$ cat config.mk
export PLATFORM = sky130hd
export DESIGN_NAME = alpha_over_compositor_unit
export DESIGN_NICKNAME = d
export VERILOG_FILES = /design/src/sv/aoc_pkg.sv /design/src/sv/aoc_regs.sv /design/src/sv/aoc_weight.sv /design/src/sv/aoc_div_step.sv /design/src/sv/alpha_over_compositor_unit.sv
export VERILOG_INCLUDE_DIRS = /design/src /design/src/sv
export SDC_FILE = /design/constraint.sdc
export NUM_CORES = 2
export LEC_CHECK = 0
export BUFFER_PORTS_ARGS = -buffer_cell sky130_fd_sc_hd__buf_2
export CORE_UTILIZATION = 67
export CTS_BUF_LIST = sky130_fd_sc_hd__clkbuf_8
export CTS_CLUSTER_SIZE = 14
export DETAILED_ROUTE_END_ITERATION = 10
export PLACE_DENSITY = 0.85
export SLEW_MARGIN = 20
export SYNTH_ARGS = -nofsm -noshare
export SYNTH_HDL_FRONTEND = slang
export SYNTH_SLANG_ARGS = --single-unit
$ cat constraint.sdc
create_clock -name i_clk -period 20.8 [get_ports i_clk]
set_input_delay 3.12 -clock i_clk [delete_from_list [all_inputs] [get_ports i_clk]]
set_output_delay 3.12 -clock i_clk [all_outputs]
set_load 0.005 [all_outputs]
$ cat src/sv/assert_macros.svh
// ----------------------------------------------------------------------------
// assert_macros.svh
// Shared concurrent assertion macros. Empty when SYNTH is defined.
// ----------------------------------------------------------------------------
`ifndef ASSERT_MACROS_SVH
`define ASSERT_MACROS_SVH
`ifndef SYNTH
`define ASSERT_IMP(label, clk, rst_n, ante, cons) \
    label: assert property (@(posedge clk) disable iff (!rst_n) (ante) |-> (cons)) \
        else $error("assertion failed: same-cycle implication");
`define ASSERT_NXT(label, clk, rst_n, ante, cons) \
    label: assert property (@(posedge clk) disable iff (!rst_n) (ante) |=> (cons)) \
        else $error("assertion failed: next-cycle implication");
`else
`define ASSERT_IMP(label, clk, rst_n, ante, cons)
`define ASSERT_NXT(label, clk, rst_n, ante, cons)
`endif
`endif

$ cat src/sv/aoc_pkg.sv
// ----------------------------------------------------------------------------
// aoc_pkg
// Types and constants shared by the alpha-over compositor modules.
// ----------------------------------------------------------------------------
package aoc_pkg;

    localparam int unsigned MAX_WIDTH_DEF  = 4096;
    localparam int unsigned MAX_HEIGHT_DEF = 4096;

    localparam int unsigned COORD_W = 12;
    localparam int unsigned POS_W   = 13;
    localparam int unsigned CH_W    = 8;
    localparam int unsigned NUM_CH  = 3;
    localparam int unsigned WGT_W   = 2 * CH_W;
    localparam int unsigned NUM_W   = CH_W + WGT_W;
    localparam int unsigned REM_W   = NUM_W + 1;
    localparam int unsigned DVS_W   = WGT_W + 1;
    localparam int unsigned APB_AW  = 4;
    localparam int unsigned APB_DW  = 32;

    typedef enum logic [1:0] {
        REG_LEFT   = 2'd0,
        REG_TOP    = 2'd1,
        REG_WIDTH  = 2'd2,
        REG_HEIGHT = 2'd3
    } t_reg_idx;

    typedef struct packed {
        logic signed [POS_W-1:0] left;
        logic signed [POS_W-1:0] top;
        logic [POS_W-1:0]        width;
        logic [POS_W-1:0]        height;
    } t_win;

    typedef struct packed {
        logic            in_win;
        logic            zero;
        logic [CH_W-1:0] base_red;
        logic [CH_W-1:0] base_green;
        logic [CH_W-1:0] base_blue;
        logic [CH_W-1:0] base_alpha;
        logic [CH_W-1:0] alpha;
    } t_side;

    typedef struct packed {
        logic [NUM_CH-1:0][REM_W-1:0] rem;
        logic [NUM_CH-1:0][CH_W-1:0]  quo;
        logic [DVS_W-1:0]             dvs;
        t_side                        side;
    } t_div;

endpackage

$ cat src/sv/aoc_regs.sv
// ----------------------------------------------------------------------------
// aoc_regs
// APB register bank for the overlay window; width and height saturate.
// ----------------------------------------------------------------------------
module aoc_regs #(
    parameter int unsigned MAX_WIDTH  = aoc_pkg::MAX_WIDTH_DEF,
    parameter int unsigned MAX_HEIGHT = aoc_pkg::MAX_HEIGHT_DEF
) (
    input  logic                       i_clk,
    input  logic                       i_rst_n,
    input  logic                       psel,
    input  logic                       penable,
    input  logic                       pwrite,
    input  logic [aoc_pkg::APB_AW-1:0] paddr,
    input  logic [aoc_pkg::APB_DW-1:0] pwdata,
    output logic [aoc_pkg::APB_DW-1:0] prdata,
    output logic                       pready,
    output aoc_pkg::t_win              o_win
);

    localparam int unsigned POS_W = aoc_pkg::POS_W;
    localparam int unsigned CMP_W = POS_W + 2;

    aoc_pkg::t_win    r_win;
    aoc_pkg::t_win    n_win;
    aoc_pkg::t_reg_idx w_idx;
    logic             w_wr;
    logic [CMP_W-1:0] w_val;
    logic [POS_W-1:0] w_sat_w;
    logic [POS_W-1:0] w_sat_h;

    assign w_idx = aoc_pkg::t_reg_idx'(paddr[3:2]);
    assign w_wr  = psel & penable & pwrite;
    assign w_val = CMP_W'(pwdata[POS_W-1:0]);

    assign w_sat_w = (w_val > CMP_W'(MAX_WIDTH))  ? POS_W'(MAX_WIDTH)  : pwdata[POS_W-1:0];
    assign w_sat_h = (w_val > CMP_W'(MAX_HEIGHT)) ? POS_W'(MAX_HEIGHT) : pwdata[POS_W-1:0];

    always_comb begin
        n_win = r_win;
        if (w_wr) begin
            unique case (w_idx)
                aoc_pkg::REG_LEFT:   n_win.left   = $signed(pwdata[POS_W-1:0]);
                aoc_pkg::REG_TOP:    n_win.top    = $signed(pwdata[POS_W-1:0]);
                aoc_pkg::REG_WIDTH:  n_win.width  = w_sat_w;
                aoc_pkg::REG_HEIGHT: n_win.height = w_sat_h;
                default:             n_win = r_win;
            endcase
        end
    end

    always_ff @(posedge i_clk) begin
        if (!i_rst_n) begin
            r_win <= '0;
        end else begin
            r_win <= n_win;
        end
    end

    always_comb begin
        unique case (w_idx)
            aoc_pkg::REG_LEFT:   prdata = aoc_pkg::APB_DW'(r_win.left);
            aoc_pkg::REG_TOP:    prdata = aoc_pkg::APB_DW'(r_win.top);
            aoc_pkg::REG_WIDTH:  prdata = aoc_pkg::APB_DW'(r_win.width);
            aoc_pkg::REG_HEIGHT: prdata = aoc_pkg::APB_DW'(r_win.height);
            default:             prdata = '0;
        endcase
    end

    assign pready = 1'b1;
    assign o_win  = r_win;

endmodule

$ cat src/sv/aoc_weight.sv
// ----------------------------------------------------------------------------
// aoc_weight
// First two pipeline stages: window test and alpha weights, then the blend
// numerators, rounding offset, divisor and output alpha.
// ----------------------------------------------------------------------------
module aoc_weight (
    input  logic                        i_clk,
    input  logic                        i_en1,
    input  logic                        i_en2,
    input  aoc_pkg::t_win               i_win,
    input  logic [aoc_pkg::COORD_W-1:0] i_pixel_x,
    input  logic [aoc_pkg::COORD_W-1:0] i_pixel_y,
    input  logic [aoc_pkg::CH_W-1:0]    i_base_red,
    input  logic [aoc_pkg::CH_W-1:0]    i_base_green,
    input  logic [aoc_pkg::CH_W-1:0]    i_base_blue,
    input  logic [aoc_pkg::CH_W-1:0]    i_base_alpha,
    input  logic [aoc_pkg::CH_W-1:0]    i_over_red,
    input  logic [aoc_pkg::CH_W-1:0]    i_over_green,
    input  logic [aoc_pkg::CH_W-1:0]    i_over_blue,
    input  logic [aoc_pkg::CH_W-1:0]    i_over_alpha,
    output aoc_pkg::t_div               o_div
);

    localparam int unsigned CH_W   = aoc_pkg::CH_W;
    localparam int unsigned NUM_CH = aoc_pkg::NUM_CH;
    localparam int unsigned WGT_W  = aoc_pkg::WGT_W;
    localparam int unsigned NUM_W  = aoc_pkg::NUM_W;
    localparam int unsigned REM_W  = aoc_pkg::REM_W;
    localparam int unsigned POS_W  = aoc_pkg::POS_W;
    localparam int unsigned CRD_W  = aoc_pkg::COORD_W;
    localparam int unsigned SUM_W  = POS_W + 2;

    // Exact floor(x / 255) for x below 255 * 256.
    function automatic logic [CH_W-1:0] div255(input logic [WGT_W-1:0] x);
        logic [WGT_W:0] s;
        s = (WGT_W+1)'(x) + (WGT_W+1)'(1) + (WGT_W+1)'(x[WGT_W-1:CH_W]);
        return s[WGT_W-1:CH_W];
    endfunction

    // stage 1
    logic signed [SUM_W-1:0] w_px, w_py, w_left, w_top, w_right, w_bottom;
    logic                    w_inside;
    logic [CH_W-1:0]         w_inv_sa;
    logic [WGT_W-1:0]        w_w1, w_w2;
    logic [NUM_CH-1:0][CH_W-1:0] w_dc, w_sc;

    logic                        r_s1_inside;
    logic                        r_s1_zero;
    logic [WGT_W-1:0]            r_s1_w1;
    logic [WGT_W-1:0]            r_s1_w2;
    logic [CH_W-1:0]             r_s1_sa;
    logic [CH_W-1:0]             r_s1_da;
    logic [NUM_CH-1:0][CH_W-1:0] r_s1_dc;
    logic [NUM_CH-1:0][CH_W-1:0] r_s1_sc;

    // stage 2
    logic [WGT_W-1:0]             w_a;
    logic [NUM_CH-1:0][NUM_W-1:0] w_num;
    aoc_pkg::t_div                n_div;
    aoc_pkg::t_div                r_s2_div;

    assign w_px     = $signed({(SUM_W-CRD_W)'(0), i_pixel_x});
    assign w_py     = $signed({(SUM_W-CRD_W)'(0), i_pixel_y});
    assign w_left   = SUM_W'(i_win.left);
    assign w_top    = SUM_W'(i_win.top);
    assign w_right  = w_left + $signed({(SUM_W-POS_W)'(0), i_win.width});
    assign w_bottom = w_top + $signed({(SUM_W-POS_W)'(0), i_win.height});
    assign w_inside = (w_px >= w_left) && (w_px < w_right)
                   && (w_py >= w_top) && (w_py < w_bottom);

    assign w_inv_sa = {CH_W{1'b1}} - i_over_alpha;
    assign w_w1     = {i_over_alpha, CH_W'(0)} - WGT_W'(i_over_alpha);
    assign w_w2     = WGT_W'(i_base_alpha) * WGT_W'(w_inv_sa);
    assign w_dc     = {i_base_blue, i_base_green, i_base_red};
    assign w_sc     = {i_over_blue, i_over_green, i_over_red};

    always_ff @(posedge i_clk) begin
        if (i_en1) begin
            r_s1_inside <= w_inside;
            r_s1_zero   <= (i_over_alpha == '0) && (i_base_alpha == '0);
            r_s1_w1     <= w_w1;
            r_s1_w2     <= w_w2;
            r_s1_sa     <= i_over_alpha;
            r_s1_da     <= i_base_alpha;
            r_s1_dc     <= w_dc;
            r_s1_sc     <= w_sc;
        end
    end

    // Dividend is 2n + A and divisor 2A, so the quotient rounds half up.
    always_comb begin
        n_div = '0;
        w_a   = r_s1_w1 + r_s1_w2;
        for (int ch = 0; ch < NUM_CH; ch++) begin
            w_num[ch] = NUM_W'(r_s1_sc[ch]) * NUM_W'(r_s1_w1)
                      + NUM_W'(r_s1_dc[ch]) * NUM_W'(r_s1_w2);
            n_div.rem[ch] = {w_num[ch], 1'b0} + REM_W'(w_a);
        end
        n_div.dvs             = {w_a, 1'b0};
        n_div.side.in_win     = r_s1_inside;
        n_div.side.zero       = r_s1_zero;
        n_div.side.base_red   = r_s1_dc[0];
        n_div.side.base_green = r_s1_dc[1];
        n_div.side.base_blue  = r_s1_dc[2];
        n_div.side.base_alpha = r_s1_da;
        n_div.side.alpha      = r_s1_sa + div255(r_s1_w2 + WGT_W'(127));
    end

    always_ff @(posedge i_clk) begin
        if (i_en2) begin
            r_s2_div <= n_div;
        end
    end

    assign o_div = r_s2_div;

endmodule

$ cat src/sv/aoc_div_step.sv
// ----------------------------------------------------------------------------
// aoc_div_step
// One restoring-division stage: resolves quotient bit QBIT for all three
// color lanes and carries the side data along.
// ----------------------------------------------------------------------------
module aoc_div_step #(
    parameter int unsigned QBIT = 0
) (
    input  logic          i_clk,
    input  logic          i_en,
    input  aoc_pkg::t_div i_div,
    output aoc_pkg::t_div o_div
);

    localparam int unsigned NUM_CH = aoc_pkg::NUM_CH;
    localparam int unsigned REM_W  = aoc_pkg::REM_W;

    logic [REM_W-1:0] w_shift;
    aoc_pkg::t_div    n_div;
    aoc_pkg::t_div    r_div;

    assign w_shift = REM_W'(i_div.dvs) << QBIT;

    always_comb begin
        n_div = i_div;
        for (int ch = 0; ch < NUM_CH; ch++) begin
            if (i_div.rem[ch] >= w_shift) begin
                n_div.rem[ch]       = i_div.rem[ch] - w_shift;
                n_div.quo[ch][QBIT] = 1'b1;
            end
        end
    end

    always_ff @(posedge i_clk) begin
        if (i_en) begin
            r_div <= n_div;
        end
    end

    assign o_div = r_div;

endmodule

$ cat src/sv/alpha_over_compositor_unit.sv
// ----------------------------------------------------------------------------
// alpha_over_compositor_unit
// Porter-Duff over of a straight-alpha RGBA8 overlay onto a base pixel
// stream, limited to a programmable overlay window.
//
// Input channel: i_valid / o_stall carry one base pixel, its coordinates and
// the matching overlay pixel. Output channel: o_valid / i_stall carry the
// composited RGBA8 pixel, one result for every item, in order.
// The APB port sets the window (left, top, width, height at 0x0..0xC);
// write it only while no item is in flight.
// Pipeline from acceptance to o_valid: two stages for the window
// test and weights, eight for the per-channel divider (one quotient bit each),
// one output register. Throughput is one item per cycle while i_stall is low.
// Reset clears all stage valid bits and the window registers; an empty window
// passes every pixel through unchanged.
// When the receiver stalls, stages hold their items and bubbles close up;
// o_stall rises only when all eleven stages hold an item.
// ----------------------------------------------------------------------------
`include "assert_macros.svh"

module alpha_over_compositor_unit #(
    parameter int unsigned MAX_WIDTH  = aoc_pkg::MAX_WIDTH_DEF,
    parameter int unsigned MAX_HEIGHT = aoc_pkg::MAX_HEIGHT_DEF
) (
    input  logic                        i_clk,
    input  logic                        i_rst_n,
    input  logic                        psel,
    input  logic                        penable,
    input  logic                        pwrite,
    input  logic [aoc_pkg::APB_AW-1:0]  paddr,
    input  logic [aoc_pkg::APB_DW-1:0]  pwdata,
    output logic [aoc_pkg::APB_DW-1:0]  prdata,
    output logic                        pready,
    input  logic                        i_valid,
    output logic                        o_stall,
    input  logic [aoc_pkg::COORD_W-1:0] i_pixel_x,
    input  logic [aoc_pkg::COORD_W-1:0] i_pixel_y,
    input  logic [aoc_pkg::CH_W-1:0]    i_base_red,
    input  logic [aoc_pkg::CH_W-1:0]    i_base_green,
    input  logic [aoc_pkg::CH_W-1:0]    i_base_blue,
    input  logic [aoc_pkg::CH_W-1:0]    i_base_alpha,
    input  logic [aoc_pkg::CH_W-1:0]    i_over_red,
    input  logic [aoc_pkg::CH_W-1:0]    i_over_green,
    input  logic [aoc_pkg::CH_W-1:0]    i_over_blue,
    input  logic [aoc_pkg::CH_W-1:0]    i_over_alpha,
    output logic                        o_valid,
    input  logic                        i_stall,
    output logic [aoc_pkg::CH_W-1:0]    o_out_red,
    output logic [aoc_pkg::CH_W-1:0]    o_out_green,
    output logic [aoc_pkg::CH_W-1:0]    o_out_blue,
    output logic [aoc_pkg::CH_W-1:0]    o_out_alpha
);

    localparam int unsigned CH_W   = aoc_pkg::CH_W;
    localparam int unsigned REM_W  = aoc_pkg::REM_W;
    localparam int unsigned N_DIV  = CH_W;
    localparam int unsigned N_STG  = 2 + N_DIV + 1;

    aoc_pkg::t_win   w_win;
    aoc_pkg::t_div   w_div [N_DIV+1];
    aoc_pkg::t_side  w_side;
    logic [N_STG:1]  w_en;
    logic [N_STG:1]  r_valid;
    logic [N_STG:1]  n_valid;

    logic [CH_W-1:0] r_out_red, r_out_green, r_out_blue, r_out_alpha;
    logic [CH_W-1:0] n_out_red, n_out_green, n_out_blue, n_out_alpha;

    aoc_regs #(
        .MAX_WIDTH  (MAX_WIDTH),
        .MAX_HEIGHT (MAX_HEIGHT)
    ) u_regs (
        .i_clk   (i_clk),
        .i_rst_n (i_rst_n),
        .psel    (psel),
        .penable (penable),
        .pwrite  (pwrite),
        .paddr   (paddr),
        .pwdata  (pwdata),
        .prdata  (prdata),
        .pready  (pready),
        .o_win   (w_win)
    );

    // A stage loads when it is empty or its successor loads.
    assign w_en[N_STG] = ~r_valid[N_STG] | ~i_stall;
    for (genvar k = 1; k < N_STG; k++) begin : g_en
        assign w_en[k] = ~r_valid[k] | w_en[k+1];
    end

    always_comb begin
        n_valid = r_valid;
        if (w_en[1]) begin
            n_valid[1] = i_valid;
        end
        for (int k = 2; k <= N_STG; k++) begin
            if (w_en[k]) begin
                n_valid[k] = r_valid[k-1];
            end
        end
    end

    always_ff @(posedge i_clk) begin
        if (!i_rst_n) begin
            r_valid <= '0;
        end else begin
            r_valid <= n_valid;
        end
    end

    aoc_weight u_weight (
        .i_clk        (i_clk),
        .i_en1        (w_en[1]),
        .i_en2        (w_en[2]),
        .i_win        (w_win),
        .i_pixel_x    (i_pixel_x),
        .i_pixel_y    (i_pixel_y),
        .i_base_red   (i_base_red),
        .i_base_green (i_base_green),
        .i_base_blue  (i_base_blue),
        .i_base_alpha (i_base_alpha),
        .i_over_red   (i_over_red),
        .i_over_green (i_over_green),
        .i_over_blue  (i_over_blue),
        .i_over_alpha (i_over_alpha),
        .o_div        (w_div[0])
    );

    for (genvar g = 0; g < N_DIV; g++) begin : g_div
        aoc_div_step #(
            .QBIT (N_DIV - 1 - g)
        ) u_step (
            .i_clk (i_clk),
            .i_en  (w_en[3+g]),
            .i_div (w_div[g]),
            .o_div (w_div[g+1])
        );
    end

    assign w_side = w_div[N_DIV].side;

    // Pass the base through outside the window; force zero when both alphas are.
    always_comb begin
        if (!w_side.in_win) begin
            n_out_red   = w_side.base_red;
            n_out_green = w_side.base_green;
            n_out_blue  = w_side.base_blue;
            n_out_alpha = w_side.base_alpha;
        end else if (w_side.zero) begin
            n_out_red   = '0;
            n_out_green = '0;
            n_out_blue  = '0;
            n_out_alpha = '0;
        end else begin
            n_out_red   = w_div[N_DIV].quo[0];
            n_out_green = w_div[N_DIV].quo[1];
            n_out_blue  = w_div[N_DIV].quo[2];
            n_out_alpha = w_side.alpha;
        end
    end

    always_ff @(posedge i_clk) begin
        if (w_en[N_STG]) begin
            r_out_red   <= n_out_red;
            r_out_green <= n_out_green;
            r_out_blue  <= n_out_blue;
            r_out_alpha <= n_out_alpha;
        end
    end

    assign o_stall     = ~w_en[1];
    assign o_valid     = r_valid[N_STG];
    assign o_out_red   = r_out_red;
    assign o_out_green = r_out_green;
    assign o_out_blue  = r_out_blue;
    assign o_out_alpha = r_out_alpha;

    `ASSERT_IMP(a_stall_only_when_full, i_clk, i_rst_n, o_stall, r_valid == '1)
    `ASSERT_NXT(a_zero_alpha_clears, i_clk, i_rst_n, w_en[N_STG] && r_valid[N_STG-1] && w_side.in_win && w_side.zero, o_out_alpha == '0 && o_out_red == '0 && o_out_blue == '0)
    `ASSERT_IMP(a_div_rem_below_dvs, i_clk, i_rst_n, r_valid[N_STG-1] && w_side.in_win && !w_side.zero, w_div[N_DIV].rem[0] < REM_W'(w_div[N_DIV].dvs) && w_div[N_DIV].rem[1] < REM_W'(w_div[N_DIV].dvs) && w_div[N_DIV].rem[2] < REM_W'(w_div[N_DIV].dvs))

endmodule

== Yosys cells after proc, flatten, opt, wreduce, memory -nomap -nowiden ==
Cells that the tools add are included.

* Register bits: 1,407
* Logic and storage cells: 314
* Output and inout port bits: 67
* Input port bits: 131

* Muxes and demuxes: 31
* Bitwise logic cells: 26
* $add $sub $neg: 36
* Reduce and logical (&&, ||, !) cells: 11
* Order comparisons: 29
* $mul: 7
* Eq/ne operators: 3

{| class="wikitable"
|+ Operators with widths
! kind !! number
|-
| 2-to-1 mux 25 bit || 21
|-
| multiplier 8 x 16 -> 24 bit || 6
|-
| case mux 32 bit (4 select lines) || 1
|-
| adder 25 x 16 -> 25 bit || 3
|-
| >= comparator 25 x 17 -> 1 bit || 3
|-
| >= comparator 25 x 18 -> 1 bit || 3
|-
| >= comparator 25 x 19 -> 1 bit || 3
|-
| >= comparator 25 x 20 -> 1 bit || 3
|-
| >= comparator 25 x 21 -> 1 bit || 3
|-
| >= comparator 25 x 22 -> 1 bit || 3
|-
| >= comparator 25 x 23 -> 1 bit || 3
|-
| >= comparator 25 x 24 -> 1 bit || 3
|-
| subtractor 25 x 18 -> 25 bit || 3
|-
| subtractor 25 x 19 -> 25 bit || 3
|-
| subtractor 25 x 20 -> 25 bit || 3
|-
| subtractor 25 x 21 -> 25 bit || 3
|-
| subtractor 25 x 22 -> 25 bit || 3
|-
| subtractor 25 x 23 -> 25 bit || 3
|-
| subtractor 25 x 24 -> 25 bit || 3
|-
| adder 24 bit || 3
|-
| 2-to-1 mux 8 bit || 8
|-
| adder 13 x 14 -> 15 bit || 2
|-
| less-than comparator 13 x 15 -> 1 bit || 2
|-
| >= comparator 13 bit || 2
|-
| 19 further kinds || 50
|}

== Longest topological paths before layout ==
* Word-level depth: 13
* Gate-level depth with buffers: 31
* Mapped depth without buffers: 30

== Modules after synthesis ==
From an unflattened synthesis, not the netlist that was laid out.

* Cells, all modules: 10,138
* Area, all modules: 111,060.3 µm²

{| class="wikitable"
|+ Modules (own cells, without submodules)
! module !! cells each !! seq. area each (µm²) !! area each (µm²) !! instances
|-
| aoc_weight || 4,151 || 6,816.5 || 39,631.8 || 1
|-
| aoc_div_step (g_div[6].u_step) || 721 || 4,744.6 || 8,622.0 || 1
|-
| aoc_div_step (g_div[7].u_step) || 724 || 4,744.6 || 8,564.5 || 1
|-
| aoc_div_step (g_div[5].u_step) || 715 || 4,744.6 || 8,550.7 || 1
|-
| aoc_div_step (g_div[4].u_step) || 706 || 4,744.6 || 8,443.1 || 1
|-
| aoc_div_step (g_div[3].u_step) || 708 || 4,744.6 || 8,420.6 || 1
|-
| aoc_div_step (g_div[2].u_step) || 683 || 4,744.6 || 8,226.6 || 1
|-
| aoc_div_step (g_div[1].u_step) || 676 || 4,744.6 || 8,199.1 || 1
|-
| aoc_div_step (g_div[0].u_step) || 648 || 4,744.6 || 8,154.1 || 1
|-
| aoc_regs || 220 || 1,041.0 || 2,393.5 || 1
|-
| alpha_over_compositor_unit || 186 || 1,181.1 || 1,854.3 || 1
|}

== Worst setup path before layout ==
OpenSTA, ideal clock, no wires.

* Kind: in2out
* From: in i_stall
* To: out o_stall
* Stages: 7
* Buffers on the path: 0
* Arrival time: 7.420 ns
* Setup slack: 10.260 ns
* Required time: 17.680 ns
* Path through: nand2_1 -> nor2_1 -> and2_1 -> and3_1 -> and2_1 -> nand3_1 -> inv_1

* Cells in the longest elaborated chain, start to end: 13

{| class="wikitable"
|+ RTL lines
! what !! RTL line !! text
|-
| start: declaration || alpha_over_compositor_unit.sv:47 || <nowiki>input logic i_stall,</nowiki>
|-
| NOT 1 bit || alpha_over_compositor_unit.sv:86 || <nowiki>assign w_en[N_STG] = ~r_valid[N_STG] | ~i_stall;</nowiki>
|-
| bitwise OR 1 bit || alpha_over_compositor_unit.sv:86 ||
|-
| bitwise OR 1 bit (10 in a row) || alpha_over_compositor_unit.sv:88 || <nowiki>assign w_en[k] = ~r_valid[k] | w_en[k+1];</nowiki>
|-
| NOT 1 bit || alpha_over_compositor_unit.sv:171 || <nowiki>assign o_stall = ~w_en[1];</nowiki>
|-
| end: declaration || alpha_over_compositor_unit.sv:35 || <nowiki>output logic o_stall,</nowiki>
|}

No other way between the ends.

== Final worst setup path ==
* From: in i_stall
* To: out o_stall

* Cells in the longest elaborated chain, start to end: 13

{| class="wikitable"
|+ RTL lines
! what !! RTL line !! text
|-
| NOT 1 bit || alpha_over_compositor_unit.sv:86 ||
|-
| bitwise OR 1 bit || alpha_over_compositor_unit.sv:86 ||
|-
| net w_en, one bit || alpha_over_compositor_unit.sv:62 || <nowiki>logic [N_STG:1] w_en;</nowiki>
|-
| bitwise OR 1 bit (10 in a row) || alpha_over_compositor_unit.sv:88 ||
|-
| NOT 1 bit || alpha_over_compositor_unit.sv:171 ||
|}

The timed path passes the listed nets, and every way through them passes these cells.

==> impl_results.md <==
* Largest net degree at the start of global routing at 80
* First DRT Iteration DRCs at 5695
* Max Cap Violations at 0
* Slew at the pin with the worst max-slew slack at 1.088 ns
* Worst path max stage delay at 0.45 ns
* Number of nets in the finished design at 10700
* Critical Path Start Type: primary input
* Number of buffers and inverters on the critical path at 4
* Source-to-sink clock delay at the later pin of the worst-skew pair at 0.94 ns
* Number of global-route vias before repair at 69790
* Chip Width at 383.6 um
* Input/output buffers at 175
* Final weighted congestion of routability-driven global placement at 0.9903
* Clock Root Buffer: sky130_fd_sc_hd__clkbuf_8
* Height of the die at 383.6 um
* Clock sink count at 1382
* Arrival time of data at the critical path endpoint at 5.83 ns
* Number of fillers in the final layout at 9557
* Drt first pass iters at 9
* Clock-pin slew of the registers on the worst-case setup and hold paths at 0.06 ns
* Number of antenna violations at the first check in global routing at 7
* Main area contributors after synthesis: sky130_fd_sc_hd__edfxtp_1, sky130_fd_sc_hd__fa_1, sky130_fd_sc_hd__ha_1, sky130_fd_sc_hd__inv_1, sky130_fd_sc_hd__nand2_1
* Count of synthesis-stage warnings from yosys at 0
* Core Rows at 139
* Final setup violation count at 0
* Hold-fix buffers, CTS at 0
* Multi-input combinational cell area at 0.05137 sq mm
* Crit path max fanout at 33
* Total detailed-routing wirelength at 249000 um
* Worst hold path class: register to register
* Source of the worst register-to-register timing path: u_weight.r_s1_sc[17]$_DFFE_PN_
* Cell with the biggest individual delay on the critical path: sky130_fd_sc_hd__nand3_4
* Pins Over Slew Limit at 0
* Startpoint of the most critical hold path: g_div[6].u_step.o_div[9]$_DFFE_PP_
* Core area at 0.1440 sq mm
* Syn_nets at 10470
* Placed wire-length estimate after detailed placement at 189700 um
* Fraction of final layout cells sized beyond drive strength 1 at 7.798%
* Final critical-path required period at 8.947 ns
* Part of the cycle the worst path needs at 43.01%
* Per-instance average area after synthesis at 11.00 sq um
* H-tree levels at 4
* Main synth FF type: sky130_fd_sc_hd__edfxtp_1
* Beginning of the critical path: i_stall
* Required time reported for the critical path endpoint at 17.68 ns
* Drc violations at 12
* List of cells traversed by the critical path: buf_2 -> nand2_2 -> buf_4 -> nor2_1 -> and2_1 -> and3_1 -> and2_1 -> nand3_4 -> inv_1 -> buf_2
* TritonCTS Buffers at 220
* CTS tree: done
* Number of synthesized flops with an enable pin at 1319
* Congestion Overflow GR at 0
* Clock skew at 0.07198 ns
* Number of instances resized during post-cts repair at 0
* Global-route wire length before repair at 382600 um
* Area of the mapped netlist at 0.09755 sq mm
* Run status: finished with violations
* Upper clock frequency limit at 111.8 MHz
* Yosys reg bits at 1382
* GRT Overall Usage at 34.05%
* Antenna-violating nets left at 0
* Layout overhead on the synthesized area at 7.876%
* Per-cell via count in the routed design at 6.047
* I/O pin count at 198
* Violated checks: DRC
* Cell family with most CP delay: simple AND/OR/NAND/NOR gates
* Buffers from clock root to sink, at most at 3
* Ys async rst share at 0%
* Synth cell types at 98
* Footprint of the flip-flops and latches at 0.04087 sq mm
* Capturing element type of the critical path: output pin
* Starting density of the core at 67.74%
* Final routed wire length divided by cell count at 22.24 um
* Sequential element share of the synthesized area at 41.90%
* Yosys top cell by area: sky130_fd_sc_hd__edfxtp_1
* Final hold viol count at 0
* Cells after synthesis at 8868
* Worst Setup Path Type: primary input to output pin
* Detailed-route via count at 67700
* Die Area at 0.1471 sq mm
* Post-Route Setup TNS at 0 ns
* Share of the synthesized area in the top cell type at 40.60%
* Post-CTS setup repair buffer count at 0
* Worst slew margin relative to its limit at 27.48%
* Setup repair after global routing missed its margin: false
==> kinds of logic (layout without fill, tap and decap cells) <==
group                    count (synthesis)  count (layout)  synth area share, %
buffers and inverters                 1419            1836                5.554
XOR/XNOR                               503             503                4.530
other                                    1               8             0.003844
adder cells (fa/ha/maj)               1468            1468                24.12
multiplexers                           154             154                1.839
AO/OA/AOI/OAI                         1457            1457                9.361
AND/OR/NAND/NOR                       2484            2484                12.69
flip-flops                            1382            1382                41.90
==> synth_stat cells (11+ instances only) <==
| master | number |
|---|---|
| sky130_fd_sc_hd__a2111oi_0 | 14 |
| sky130_fd_sc_hd__o31ai_1 | 43 |
| sky130_fd_sc_hd__xor2_1 | 176 |
| sky130_fd_sc_hd__nor4_1 | 57 |
| sky130_fd_sc_hd__a31oi_1 | 34 |
| sky130_fd_sc_hd__mux2i_1 | 60 |
| sky130_fd_sc_hd__buf_4 | 21 |
| sky130_fd_sc_hd__mux4_2 | 12 |
| sky130_fd_sc_hd__nand3_1 | 85 |
| sky130_fd_sc_hd__a311oi_1 | 12 |
| sky130_fd_sc_hd__and4_1 | 13 |
| sky130_fd_sc_hd__nand4b_1 | 21 |
| sky130_fd_sc_hd__edfxtp_1 | 1319 |
| sky130_fd_sc_hd__nand2_1 | 870 |
| sky130_fd_sc_hd__o21ai_1 | 29 |
| sky130_fd_sc_hd__nor2_1 | 403 |
| sky130_fd_sc_hd__and3_1 | 58 |
| sky130_fd_sc_hd__nand3b_1 | 20 |
| sky130_fd_sc_hd__or3_1 | 37 |
| sky130_fd_sc_hd__a211o_1 | 17 |
| sky130_fd_sc_hd__nor2b_1 | 191 |
| sky130_fd_sc_hd__nor3_1 | 132 |
| sky130_fd_sc_hd__xnor2_1 | 326 |
| sky130_fd_sc_hd__and2_1 | 341 |
| sky130_fd_sc_hd__o21a_1 | 77 |
| sky130_fd_sc_hd__inv_1 | 1169 |
| sky130_fd_sc_hd__o21ai_0 | 341 |
| sky130_fd_sc_hd__nand4_1 | 54 |
| sky130_fd_sc_hd__nand2b_1 | 120 |
| sky130_fd_sc_hd__clkbuf_1 | 212 |
| sky130_fd_sc_hd__or4_1 | 16 |
| sky130_fd_sc_hd__fa_1 | 688 |
| sky130_fd_sc_hd__a31o_2 | 11 |
| sky130_fd_sc_hd__ha_1 | 780 |
| sky130_fd_sc_hd__mux2_2 | 81 |
| sky130_fd_sc_hd__dfxtp_1 | 63 |
| sky130_fd_sc_hd__a21o_1 | 179 |
| sky130_fd_sc_hd__or2_2 | 16 |
| sky130_fd_sc_hd__o21bai_1 | 36 |
| sky130_fd_sc_hd__a211oi_1 | 40 |
| sky130_fd_sc_hd__nor4b_1 | 15 |
| sky130_fd_sc_hd__a21boi_0 | 56 |
| sky130_fd_sc_hd__o211ai_1 | 21 |
| sky130_fd_sc_hd__a21oi_1 | 444 |
==> layout by cell type (no fill, tap or decap), types with 119 or more instances in the layout <==
master                     count
sky130_fd_sc_hd__edfxtp_1   1319
sky130_fd_sc_hd__inv_1      1219
sky130_fd_sc_hd__nand2_1     866
sky130_fd_sc_hd__ha_1        780
sky130_fd_sc_hd__fa_1        688
sky130_fd_sc_hd__a21oi_1     443
sky130_fd_sc_hd__nor2_1      403
sky130_fd_sc_hd__and2_1      341
sky130_fd_sc_hd__o21ai_0     341
sky130_fd_sc_hd__xnor2_1     326
sky130_fd_sc_hd__clkbuf_8    225
sky130_fd_sc_hd__nor2b_1     190
sky130_fd_sc_hd__a21o_1      179
sky130_fd_sc_hd__xor2_1      176
sky130_fd_sc_hd__buf_2       175
sky130_fd_sc_hd__nor3_1      132
sky130_fd_sc_hd__nand2b_1    119
==> routing by layer <==
metal | vias up | track usage (%) | part of all wire [%]
met1 | 32970 | 38.49 | 36
li1 | 30940 | - | -
met4 | 0 | 24.80 | 8.2
met3 | 895 | 4.790 | 6.2
met5 | - | 0 | 0
met2 | 2897 | 59.05 | 50
==> worst register-to-register path: stages (launching register included) <==
cell,delay [ns]
sky130_fd_sc_hd__edfxtp_1,0.84
sky130_fd_sc_hd__nand2_1,0.20
sky130_fd_sc_hd__fa_1,0.54
sky130_fd_sc_hd__fa_1,0.53
sky130_fd_sc_hd__fa_1,0.53
sky130_fd_sc_hd__inv_1,0.06
sky130_fd_sc_hd__fa_1,0.53
sky130_fd_sc_hd__fa_1,0.51
sky130_fd_sc_hd__inv_1,0.05
sky130_fd_sc_hd__fa_1,0.48
sky130_fd_sc_hd__inv_1,0.04
sky130_fd_sc_hd__ha_1,0.37
sky130_fd_sc_hd__nand3_1,0.14
sky130_fd_sc_hd__nor4_1,0.49
sky130_fd_sc_hd__nor2_1,0.14
sky130_fd_sc_hd__nand2_1,0.13
sky130_fd_sc_hd__nand2_1,0.07
sky130_fd_sc_hd__nand2_1,0.07
sky130_fd_sc_hd__a21oi_1,0.07
sky130_fd_sc_hd__xnor2_1,0.35
sky130_fd_sc_hd__ha_1,0.30
sky130_fd_sc_hd__a21oi_1,0.09
sky130_fd_sc_hd__nor2b_1,0.12
sky130_fd_sc_hd__a211o_1,0.19
sky130_fd_sc_hd__nand3_1,0.16
sky130_fd_sc_hd__nor4bb_1,0.52
sky130_fd_sc_hd__xnor3_1,0.39
==> metrics by stage <==
step | util (%) | cell area, sq um | hold slack [ns] | setup WS [ns] | instances
global route | 73.07 | 105200 | 0.3996 | 11.67 | 11190
finish | 73.08 | 105200 | 0.3875 | 11.85 | 11200
floorplan | - | 97550 | 0.4003 | 10.26 | 8868
CTS | 73.06 | 105200 | 0.3878 | 11.82 | 11190
detailed placement | 69.80 | 100500 | 0.4045 | 11.83 | 10780
global placement | 69.80 | 100500 | 0.4002 | 11.89 | 10780
==> path summary, 6_finish.rpt <==
| kind | depth (start not counted) | to | slack (ns) |
|---|---|---|---|
| hold / removal | 0 | g_div[7].u_step.o_div[9]$_DFFE_PP_ | 0.39 |
| hold reg to reg | 0 | g_div[7].u_step.o_div[9]$_DFFE_PP_ | 0.39 |
| setup reg to reg | 26 | u_weight.o_div[157]$_DFFE_PP_ | 12.63 |
| setup / recovery | 10 | o_stall | 11.85 |
==> state kept, by name, indices dropped and copies added (netlist names) <==
| name | count |
|---|---|
| g_div.u_step.o_div | 1060 |
| u_weight.o_div | 130 |
| u_regs.o_win | 52 |
| u_weight.n_div | 24 |
| u_weight.r_s1_sc | 24 |
| u_weight.r_s1_w2 | 16 |
| u_weight.r_s1_w1 | 15 |
| r_valid | 11 |
| o_out_alpha | 8 |
| o_out_blue | 8 |
| o_out_green | 8 |
| o_out_red | 8 |
| u_weight.r_s1_da | 8 |
| u_weight.r_s1_sa | 8 |
| u_weight.r_s1_inside | 1 |
| u_weight.r_s1_zero | 1 |
==> layout make-up <==
class	count	area share, %
Antenna cell	7	0.01665
Inverter	1170	4.188
Clock inverter	183	1.511
Timing Repair Buffer	258	1.424
Clock buffer	225	2.943
Sequential cell	1382	38.84
Multi-Input combinational cell	6067	48.82
Tap cell	1903	2.263
Power is not shown: default switching activity piles up to over one toggle a cycle in this logic, so the estimate is an artifact.
